==> config.mk <==
export PLATFORM = sky130hd
export DESIGN_NAME = isp_frame_deframer_flat
export DESIGN_NICKNAME = d
export VERILOG_FILES = /design/src/rtl/ifd_pkg.sv /design/src/rtl/ifd_in_if.sv /design/src/rtl/ifd_out_if.sv /design/src/rtl/isp_frame_deframer.sv /design/src/flat_wrapper.sv
export VERILOG_INCLUDE_DIRS = /design/src /design/src/rtl
export SDC_FILE = /design/constraint.sdc
export NUM_CORES = 1
export LEC_CHECK = 0
export ABC_AREA = 1
export CAP_MARGIN = 5
export CORE_MARGIN = 5
export CORE_UTILIZATION = 58
export DETAILED_ROUTE_END_ITERATION = 8
export DONT_BUFFER_PORTS = 1
export PLACE_DENSITY = 0.76
export RECOVER_POWER = 100
export SYNTH_ARGS = -nofsm -noshare
export SYNTH_HDL_FRONTEND = slang
export SYNTH_SLANG_ARGS = --single-unit
==> constraint.sdc <==
create_clock -name clk -period 2.3 [get_ports clk]
set_input_delay 0.575 -clock clk [delete_from_list [all_inputs] [get_ports clk]]
set_output_delay 0.575 -clock clk [all_outputs]
set_load 0.02 [all_outputs]
==> src/rtl/isp_frame_deframer_macros.svh <==
// ----------------------------------------------------------------------------
// Frame deframer assertion macros
// Shared concurrent assertion forms, clocked on clk and disabled in reset.
// ----------------------------------------------------------------------------
`ifndef ISP_FRAME_DEFRAMER_MACROS_SVH
`define ISP_FRAME_DEFRAMER_MACROS_SVH

// The consequent must hold in the same cycle as the antecedent.
`define IFD_ASSERT_SAME(label, ante, cons, msg) \
  label: assert property (@(posedge clk) disable iff (rst) (ante) |-> (cons)) \
    else $error(msg);

// The consequent must hold in the cycle after the antecedent.
`define IFD_ASSERT_NEXT(label, ante, cons, msg) \
  label: assert property (@(posedge clk) disable iff (rst) (ante) |=> (cons)) \
    else $error(msg);

`endif

==> src/rtl/ifd_pkg.sv <==
// ----------------------------------------------------------------------------
// Frame deframer package
// Phase and event codes, framing bytes and offsets shared by the deframer.
// ----------------------------------------------------------------------------
`timescale 1ns / 1ps

package ifd_pkg;

  // Framing bytes.
  localparam logic [7:0] HDR_FIRST  = 8'h46;
  localparam logic [7:0] HDR_SECOND = 8'hB9;
  localparam logic [7:0] HDR_THIRD  = 8'h68;
  localparam logic [7:0] HDR_FOURTH = 8'h00;
  localparam logic [7:0] TAIL_BYTE  = 8'h16;

  // The length byte counts six bytes beyond the payload.
  localparam logic [7:0] LEN_OFFSET = 8'd6;

  // Receive phases.
  typedef enum logic [3:0] {
    PH_HUNT  = 4'd0,
    PH_H1    = 4'd1,
    PH_H2    = 4'd2,
    PH_H3    = 4'd3,
    PH_LEN   = 4'd4,
    PH_DATA  = 4'd5,
    PH_SUMHI = 4'd6,
    PH_SUMLO = 4'd7,
    PH_TAIL  = 4'd8
  } phase_t;

  // Events reported with each result transaction.
  typedef enum logic [2:0] {
    EV_NONE   = 3'd0,
    EV_DATA   = 3'd1,
    EV_GOOD   = 3'd2,
    EV_SUMHI  = 3'd3,
    EV_SUMLO  = 3'd4,
    EV_TAIL   = 3'd5,
    EV_HEADER = 3'd6,
    EV_LENGTH = 3'd7
  } event_t;

endpackage

==> src/rtl/ifd_in_if.sv <==
// ----------------------------------------------------------------------------
// Deframer input channel
// Valid/ready channel carrying one received byte per transaction.
// ----------------------------------------------------------------------------
`timescale 1ns / 1ps

interface ifd_in_if;
  logic       valid;
  logic       ready;
  logic [7:0] rx_byte;

  modport source (output valid, output rx_byte, input ready);
  modport sink   (input valid, input rx_byte, output ready);
endinterface

==> src/rtl/ifd_out_if.sv <==
// ----------------------------------------------------------------------------
// Deframer output channel
// Valid/ready channel carrying one frame event per transaction.
// ----------------------------------------------------------------------------
`timescale 1ns / 1ps

interface ifd_out_if;
  logic       valid;
  logic       ready;
  logic [2:0] frame_event;
  logic [7:0] payload_byte;
  logic [7:0] payload_index;
  logic [7:0] frame_length;

  modport source (
    output valid, output frame_event, output payload_byte,
    output payload_index, output frame_length, input ready
  );
  modport sink (
    input valid, input frame_event, input payload_byte,
    input payload_index, input frame_length, output ready
  );
endinterface

==> src/rtl/isp_frame_deframer.sv <==
// ----------------------------------------------------------------------------
// Framed packet deframer
// Splits a byte stream into header/length/payload/checksum/tail frames.
// ----------------------------------------------------------------------------
// Every received byte produces exactly one result transaction, registered in
// the cycle after acceptance. The block hunts for the header 46 B9 68 00, reads a
// length byte (payload count is length minus 6), passes out each payload byte
// with its index, checks the 16-bit sum of 0x68, 0x00, the length and the
// payload (high byte, then low byte) and finally the tail 0x16. Mismatches
// are reported with their own event code and the block returns to hunting.
// Throughput is one byte per clock: the phase update, the sum add and the
// compares sit between the input channel and a single result register, and
// a new byte is taken whenever that register is empty or being drained.
`timescale 1ns / 1ps

`include "isp_frame_deframer_macros.svh"

module isp_frame_deframer
  import ifd_pkg::*;
(
  input  logic      clk,
  input  logic      rst,
  ifd_in_if.sink    in_ch,
  ifd_out_if.source out_ch
);

  // Frame state.
  phase_t      phase;
  phase_t      phase_next;
  logic [15:0] running_sum;
  logic [15:0] running_sum_next;
  logic [7:0]  payload_count;
  logic [7:0]  payload_count_next;
  logic [7:0]  payload_position;
  logic [7:0]  payload_position_next;

  // Result register.
  logic        out_valid;
  event_t      ev_reg;
  logic [7:0]  pbyte_reg;
  logic [7:0]  pidx_reg;
  logic [7:0]  flen_reg;

  // Result of the current byte.
  event_t      ev_next;
  logic [7:0]  pbyte_next;
  logic [7:0]  pidx_next;
  logic [7:0]  flen_next;

  logic [7:0]  b;
  logic        in_acc;
  logic [7:0]  len_count;
  logic [7:0]  pos_inc;

  assign b         = in_ch.rx_byte;
  assign in_acc    = in_ch.valid && in_ch.ready;
  assign len_count = b - LEN_OFFSET;
  assign pos_inc   = payload_position + 8'd1;

  // A new byte is taken while the result register is empty or draining.
  assign in_ch.ready = !out_valid || out_ch.ready;

  // Next phase.
  always_comb begin
    phase_next = phase;
    case (phase)
      PH_HUNT:  if (b == HDR_FIRST) phase_next = PH_H1;
      PH_H1:    phase_next = (b == HDR_SECOND) ? PH_H2 : PH_HUNT;
      PH_H2:    phase_next = (b == HDR_THIRD) ? PH_H3 : PH_HUNT;
      PH_H3:    phase_next = (b == HDR_FOURTH) ? PH_LEN : PH_HUNT;
      PH_LEN: begin
        if (b < LEN_OFFSET) begin
          phase_next = PH_HUNT;
        end else if (len_count == 8'd0) begin
          phase_next = PH_SUMHI;
        end else begin
          phase_next = PH_DATA;
        end
      end
      PH_DATA:  if (pos_inc >= payload_count) phase_next = PH_SUMHI;
      PH_SUMHI: phase_next = (b == running_sum[15:8]) ? PH_SUMLO : PH_HUNT;
      PH_SUMLO: phase_next = (b == running_sum[7:0]) ? PH_TAIL : PH_HUNT;
      PH_TAIL:  phase_next = PH_HUNT;
      default:  phase_next = PH_HUNT;
    endcase
  end

  // Result fields and datapath updates.
  always_comb begin
    ev_next               = EV_NONE;
    pbyte_next            = 8'd0;
    pidx_next             = 8'd0;
    flen_next             = 8'd0;
    running_sum_next      = running_sum;
    payload_count_next    = payload_count;
    payload_position_next = payload_position;
    case (phase)
      PH_HUNT:  ev_next = EV_NONE;
      PH_H1:    if (b != HDR_SECOND) ev_next = EV_HEADER;
      PH_H2:    if (b != HDR_THIRD) ev_next = EV_HEADER;
      PH_H3:    if (b != HDR_FOURTH) ev_next = EV_HEADER;
      PH_LEN: begin
        if (b < LEN_OFFSET) begin
          ev_next = EV_LENGTH;
        end else begin
          running_sum_next      = {8'd0, b} + {8'd0, HDR_THIRD};
          payload_count_next    = len_count;
          payload_position_next = 8'd0;
        end
      end
      PH_DATA: begin
        ev_next               = EV_DATA;
        pbyte_next            = b;
        pidx_next             = payload_position;
        running_sum_next      = running_sum + {8'd0, b};
        payload_position_next = pos_inc;
      end
      PH_SUMHI: if (b != running_sum[15:8]) ev_next = EV_SUMHI;
      PH_SUMLO: if (b != running_sum[7:0]) ev_next = EV_SUMLO;
      PH_TAIL: begin
        if (b == TAIL_BYTE) begin
          ev_next   = EV_GOOD;
          flen_next = payload_count;
        end else begin
          ev_next = EV_TAIL;
        end
      end
      default:  ev_next = EV_NONE;
    endcase
  end

  // State registers advance on each accepted input transaction.
  always_ff @(posedge clk) begin
    if (rst) begin
      phase            <= PH_HUNT;
      running_sum      <= 16'd0;
      payload_count    <= 8'd0;
      payload_position <= 8'd0;
    end else if (in_acc) begin
      phase            <= phase_next;
      running_sum      <= running_sum_next;
      payload_count    <= payload_count_next;
      payload_position <= payload_position_next;
    end
  end

  // Result valid flag.
  always_ff @(posedge clk) begin
    if (rst) begin
      out_valid <= 1'b0;
    end else if (in_acc) begin
      out_valid <= 1'b1;
    end else if (out_ch.ready) begin
      out_valid <= 1'b0;
    end
  end

  // Result payload.
  always_ff @(posedge clk) begin
    if (in_acc) begin
      ev_reg    <= ev_next;
      pbyte_reg <= pbyte_next;
      pidx_reg  <= pidx_next;
      flen_reg  <= flen_next;
    end
  end

  assign out_ch.valid         = out_valid;
  assign out_ch.frame_event   = ev_reg;
  assign out_ch.payload_byte  = pbyte_reg;
  assign out_ch.payload_index = pidx_reg;
  assign out_ch.frame_length  = flen_reg;

  // Checks on the frame state and the result register.
  `IFD_ASSERT_SAME(a_pos_in_range, phase == PH_DATA, payload_position < payload_count, "payload position past count")
  `IFD_ASSERT_SAME(a_idx_in_range, out_valid && ev_reg == EV_DATA, pidx_reg < payload_count, "payload index past count")
  `IFD_ASSERT_SAME(a_len_on_good, out_valid && ev_reg == EV_GOOD, flen_reg == payload_count, "frame length differs from count")
  `IFD_ASSERT_SAME(a_len_zero, out_valid && ev_reg != EV_GOOD, flen_reg == 8'd0, "frame length set without good frame")
  `IFD_ASSERT_NEXT(a_hunt_stays, in_acc && phase == PH_HUNT && b != HDR_FIRST, phase == PH_HUNT && out_valid && ev_reg == EV_NONE, "hunt left without header byte")

endmodule

==> src/flat_wrapper.sv <==
// flat-port wrapper written by rule: the top's interface ports become plain ports
module isp_frame_deframer_flat import ifd_pkg::*;
  (clk, rst, in_ch_valid, in_ch_rx_byte, in_ch_ready, out_ch_valid, out_ch_frame_event, out_ch_payload_byte, out_ch_payload_index, out_ch_frame_length, out_ch_ready);
  ifd_in_if in_ch_i ();
  ifd_out_if out_ch_i ();
  input  logic clk;
  input  logic rst;
  input wire logic [$bits(in_ch_i.valid)-1:0] in_ch_valid;
  input wire logic [$bits(in_ch_i.rx_byte)-1:0] in_ch_rx_byte;
  output wire logic [$bits(in_ch_i.ready)-1:0] in_ch_ready;
  output wire logic [$bits(out_ch_i.valid)-1:0] out_ch_valid;
  output wire logic [$bits(out_ch_i.frame_event)-1:0] out_ch_frame_event;
  output wire logic [$bits(out_ch_i.payload_byte)-1:0] out_ch_payload_byte;
  output wire logic [$bits(out_ch_i.payload_index)-1:0] out_ch_payload_index;
  output wire logic [$bits(out_ch_i.frame_length)-1:0] out_ch_frame_length;
  input wire logic [$bits(out_ch_i.ready)-1:0] out_ch_ready;
  assign in_ch_i.valid = in_ch_valid;
  assign in_ch_i.rx_byte = in_ch_rx_byte;
  assign in_ch_ready = in_ch_i.ready;
  assign out_ch_valid = out_ch_i.valid;
  assign out_ch_frame_event = out_ch_i.frame_event;
  assign out_ch_payload_byte = out_ch_i.payload_byte;
  assign out_ch_payload_index = out_ch_i.payload_index;
  assign out_ch_frame_length = out_ch_i.frame_length;
  assign out_ch_i.ready = out_ch_ready;
  isp_frame_deframer u_core (.clk(clk), .rst(rst), .in_ch(in_ch_i), .out_ch(out_ch_i));
endmodule
=== After elaboration in Yosys (flattened, before gate mapping) ===
Index checks and enable logic that the tools add are counted.

* Add/subtract/negate cells: 4
* Order comparisons: 2
* Equality and inequality tests: 21
* Muxes and demuxes: 24
* Bitwise logic cells: 1
* Reductions and logical operators: 13

{| class="wikitable"
|+ Operators by type and width
! cell !! number
|-
| case mux 16 bit (2 select lines) || 1
|-
| case mux 4 bit (8 select lines) || 1
|-
| two-way mux 3 bit || 8
|-
| case mux 3 bit (8 select lines) || 1
|-
| adder 16 x 8 -> 16 bit || 1
|-
| == test 4 x 3 -> 1 bit, second input constant || 4
|-
| == test 8 x 7 -> 1 bit, second input constant || 2
|-
| == test 8 bit || 2
|-
| zero test 8 bit || 2
|-
| two-way mux 16 bit || 1
|-
| two-way mux 4 bit || 4
|-
| != test 8 bit || 2
|-
| case mux 8 bit (2 select lines) || 1
|-
| adder 8 x 7 -> 9 bit, second input constant || 1
|-
| AND reduction 3 bit || 3
|-
| adder 8 x 1 -> 8 bit, second input constant || 1
|-
| == test 4 x 2 -> 1 bit, second input constant || 2
|-
| == test 8 x 5 -> 1 bit, second input constant || 1
|-
| == test 8 bit, second input constant || 1
|-
| >= comparator 8 bit || 1
|-
| < comparator 8 x 3 -> 1 bit, second input constant || 1
|-
| two-way mux 2 bit || 4
|-
| two-way mux 8 bit || 1
|-
| != test 8 x 7 -> 1 bit, second input constant || 1
|-
| 15 further kinds || 18
|}

* Bits in registers: 64
* Input bits: 12
* Output and inout bits: 29
* Logic and storage cells: 74

=== Longest topological paths before layout ===
* Word-level depth: 5
* Depth in mapped cells: 17
* Mapped depth without buffers: 17

=== Worst setup path after synthesis ===
No wires, ideal clock.

* Path type: reg2reg
* From: register u_core.payload_position[0]
* To: register u_core.phase[3]
* Library setup time: 113 ps
* Arrival: 2159 ps
* Required time: 2187 ps
* Path slack: 29 ps
* Stages on the path, launching flop included: 15
* Buffers on the path: 0
* Period minus slack after synthesis: 2271 ps
* Cell sequence: dfxtp_1 inv_1 nor3_1 nand3_1 nor2_1 nand3_1 and2_1 ha_1 a21o_1 nor2_1 nand4_1 nand2_1 inv_1 nor2_1 nor2_1

* Word-level cells in the longest chain between the ends: 4

{| class="wikitable"
|+ RTL lines
! what !! line !! RTL
|-
| start, declared || isp_frame_deframer.sv:34 || <nowiki>logic [7:0] payload_position;</nowiki>
|-
| start signal, assigned || isp_frame_deframer.sv:143 || <nowiki>payload_position <= payload_position_next;</nowiki>
|-
| adder 8 x 1 -> 8 bit || isp_frame_deframer.sv:58 || <nowiki>assign pos_inc = payload_position + 8'd1;</nowiki>
|-
| >= comparator 8 bit || isp_frame_deframer.sv:80 || <nowiki>PH_DATA: if (pos_inc >= payload_count) phase_next = PH_SUMHI;</nowiki>
|-
| != test 2 x 1 -> 1 bit (no line) || - ||
|-
| AND reduction 3 bit (no line) || - ||
|-
| end signal, assigned || isp_frame_deframer.sv:140 || <nowiki>phase <= phase_next;</nowiki>
|-
| end, declared || isp_frame_deframer.sv:28 || <nowiki>phase_t phase;</nowiki>
|}

Every way passes these cells.
A chain may end at the register's enable or synchronous reset.

=== Worst setup path after layout ===
Ends and elaborated chain as after synthesis.

==> run_results.csv <==
group,metric,value,unit
status,status,"finished clean",
global_route,grt_max_degree,28,
clocking,cts_tree,"built",
setup_path,setup.worst_path.class,"reg2reg",
route,post_drt_wl_per_cell,15.08,µm
clocking,clk_path_buf_depth,2,
cells_and_area,drive_gt1_frac,0.1397,
power_and_ir_drop,clock_power_share,0.274,
global_route,grt_pass1_vias,3153,
setup_path,reg2reg_depth,16,
route,drt_iter0_drc,267,
synthesis,syn_nets,555,
die,coreArea,6459,µm²
die,io_pins,41,
power_and_ir_drop,seqPwrFrac,0.429,
clocking,cts_buffers,9,
cells_and_area,final_nets,572,
synthesis,ys_seq_area_frac,0.3976,
cells_and_area,fin_area,4329,µm²
setup_path,r2r_start,"u_core.payload_position[0]",
placed_design,post-place-cells,601,
synthesis,async_reset_ff_frac,0,
placed_design,port_buffers,0,
global_route,grt_pass1_wl,14.76,mm
clocking,hold_buffers,0,
cells_and_area,stdcell_count,621,
synthesis,synthCells,522,
route,viasPerCell,5.620,
placed_design,place.gp.congestion,0.9166,
setup_path,ff2ff_setup_slack,0.1,ns
power_and_ir_drop,switchingPower,1279,µW
setup_path,crit_fanout,6,
die,die_w,92.03,µm
die,die-area,8469,µm²
timing,clock.fmax,0.4538,GHz
timing,setup_viol,0,
global_route,grt.overflow.total,0,
die,num_rows,29,
worst_hold_path,hold_class,"in2reg",
timing,fin_worst_skew,0.01337,ns
flow_run,max_cap_violations,0,
timing,worstMarginPinSlew,0.5471,ns
timing,hold_viol_final,0,
power_and_ir_drop,p_sw_frac,0.3704,
global_route,antenna_found_initial,0,
timing,drv_slew,0,
setup_path,end_kind,"flop",
route,antenna_left,0,
timing,rsz0062_at_grt,"yes",
cells_and_area,fin_util,0.6703,
cells_and_area,diodes,0,
die,initial_utilization,0.6042,
timing,maxSlewHeadroom,0.6353,
power_and_ir_drop,p_leak,0.001900,µW
clocking,clk-insertion-delay-late,0.35,ns
synthesis,ys_ff_latch,64,
global_route,track_usage,0.2186,
clocking,path_clk_slew,0.07,ns
power_and_ir_drop,combinationalPowerShare,0.298,
cells_and_area,syn_to_final_growth,10.93,%
placed_design,dpl-instance-area,4020,µm²
setup_path,critPathArrivalTime,2.48,ns
power_and_ir_drop,ir_worst_vdd,0.5240,mV
synthesis,synth_cell_types,42,
setup_path,worstPathRequired,2.58,ns
setup_path,setup.worst_path.start,"u_core.payload_position[0]",
setup_path,r2r_end,"u_core.phase[3]",
setup_path,startpoint_type,"flop",
setup_path,crit_end,"u_core.phase[3]",
synthesis,synth_area,3902,µm²
synthesis,ys_warn_count,0,
synthesis,synth_flop_cell,"dfxtp_1",
die,chipHeight,92.03,µm
route,vias,3490,
clocking,clock-sinks,64,
synthesis,synth_edf_count,27,
synthesis,syn_area_per_cell,7.476,µm²
route,totalWireLength,9.362,mm
power_and_ir_drop,p_int,2174,µW
timing,timing.hold.ws,0.2937,ns
placed_design,dp_hpwl,6.709,mm
cells_and_area,n_fill_cell,524,
clocking,cts_max_level,3,
worst_hold_path,whs_path_depth,1,
timing,post-route-min-period,2.203,ns
timing,finalCritPeriodShare,0.9580,
route,drt_first_pass_iters,5,
power_and_ir_drop,power.density,797.5,nW/µm²
route,drcViolationCount,0,
clocking,clock-root-buffer,"clkbuf_8",
synth_stat cells, types with 5 or more instances:
| cell | number | share of area |
|---|---|---|
| nand2_1 | 134 | 0.13 |
| nor2_1 | 71 | 0.068 |
| inv_1 | 62 | 0.060 |
| a21oi_1 | 37 | 0.047 |
| dfxtp_1 | 37 | 0.19 |
| nand3_1 | 31 | 0.040 |
| edfxtp_1 | 27 | 0.21 |
| ha_1 | 20 | 0.064 |
| o21ai_0 | 14 | 0.018 |
| inv_2 | 9 | 0.0087 |
| xor2_1 | 9 | 0.020 |
| nor3_1 | 8 | 0.010 |
| nand4_1 | 6 | 0.0096 |
| xnor2_1 | 6 | 0.013 |
| nor2_4 | 5 | 0.014 |
power by group through the flow:
stage | clock network, µW | logic (µW) | registers (µW)
floorplan | 0 | 821 | 1480
global placement | 0 | 974 | 1510
detailed placement | 0 | 992 | 1510
CTS | 953 | 1000 | 1480
global route | 1010 | 1150 | 1490
finish | 944 | 1030 | 1480
cell type report:
| type | instances | area [µm²] | area share |
|---|---|---|---|
| Multi-Input combinational cell | 377 | 2098 | 0.4847 |
| Clock inverter | 6 | 60.06 | 0.01387 |
| Inverter | 71 | 266.5 | 0.06156 |
| Timing Repair Buffer | 16 | 125.1 | 0.02890 |
| Sequential cell | 64 | 1555 | 0.3592 |
| Clock buffer | 10 | 127.6 | 0.02948 |
| Tap cell | 77 | 96.34 | 0.02225 |
metrics by stage:
stage / total power (µW) / worst slack (ns) / setup TNS (ns)
finish: 3452 / 0.09659 / 0
global route: 3657 / -0.04749 / -0.07062
CTS: 3437 / 0.02441 / 0
detailed placement: 2500 / -0.08237 / -0.1991
global placement: 2480 / -0.01555 / -0.01555
floorplan: 2304 / 0.02859 / 0
registers in the layout (all words and copies together), names as in the netlist:
| register | flops |
|---|---|
| u_core.payload_position | 8 |
| u_core.out_ch.payload_index | 8 |
| u_core.running_sum | 16 |
| u_core.out_ch.payload_byte | 8 |
| u_core.payload_count | 8 |
| u_core.out_ch.frame_length | 8 |
| u_core.out_ch.frame_event | 3 |
| u_core.phase | 4 |
| u_core.out_ch.valid | 1 |
layer usage:
layer | up-vias | part of all wire | track usage
li1 | 1733 | - | -
met1 | 1578 | 0.46 | 0.2949
met2 | 153 | 0.44 | 0.3431
met3 | 26 | 0.074 | 0.04173
met4 | 0 | 0.030 | 0.09406
met5 | - | 0 | 0
cells by family (layout without fill, tap and decap cells):
group	after synthesis	in the layout	synth area share
fa+ha+maj	21	21	0.06925
xor+xnor	15	15	0.03367
simple gates	272	272	0.3123
flops	64	64	0.3976
compound gates	69	69	0.1013
buf+inv	81	103	0.08592
repair_timing:
item | 4_1_cts | 5_1_grt
cloned | 0 | 0
hold endpoints to repair | 0 | 0
setup endpoints to repair | 4 | 4
resized for setup | 2 | 22
buffers inserted | 0 | 4
pin swaps | 0 | 18
worst max-delay path, cell delays in order (launching register included):
cell,delay (ns)
dfxtp_2,0.34
inv_2,0.05
nor3_4,0.20
nand3_2,0.13
nor2_2,0.18
nand2_1,0.07
nand2_1,0.08
and2_4,0.15
ha_4,0.19
a21o_1,0.15
nor2_1,0.09
nand4_1,0.10
nand2_2,0.16
inv_2,0.06
nand2_1,0.06
nand2_1,0.05
nor2_1,0.09
cells in the final DEF (no fill, tap or decap), types with 3 or more instances in the layout:
cell type	netlist	routed
nand2_1	134	132
nor2_1	71	69
inv_1	62	60
a21oi_1	37	37
dfxtp_1	37	34
nand3_1	31	28
edfxtp_1	27	27
ha_1	20	18
o21ai_0	14	14
buf_4	1	13
inv_2	9	11
xor2_1	9	9
clkbuf_8	0	9
nor3_1	8	6
nor2_2	4	6
xnor2_1	6	6
nand4_1	6	6
nor2_4	5	5
nand2_2	2	4
a31oi_1	4	4
nand2_4	3	3
nor3_4	1	3
dfxtp_2	0	3
how the worst min path moves through the flow:
stage / startpoint / to
2_1_floorplan: u_core.running_sum[14] / u_core.running_sum[14]
5_1_grt: rst / u_core.payload_position[1]
3_3_place_gp: u_core.payload_position[7] / u_core.payload_position[7]
6_report: rst / u_core.payload_position[2]
4_1_cts: rst / u_core.running_sum[1]
3_5_place_dp: u_core.payload_position[7] / u_core.payload_position[7]
Note: power is estimated with default switching activity, not from simulation.
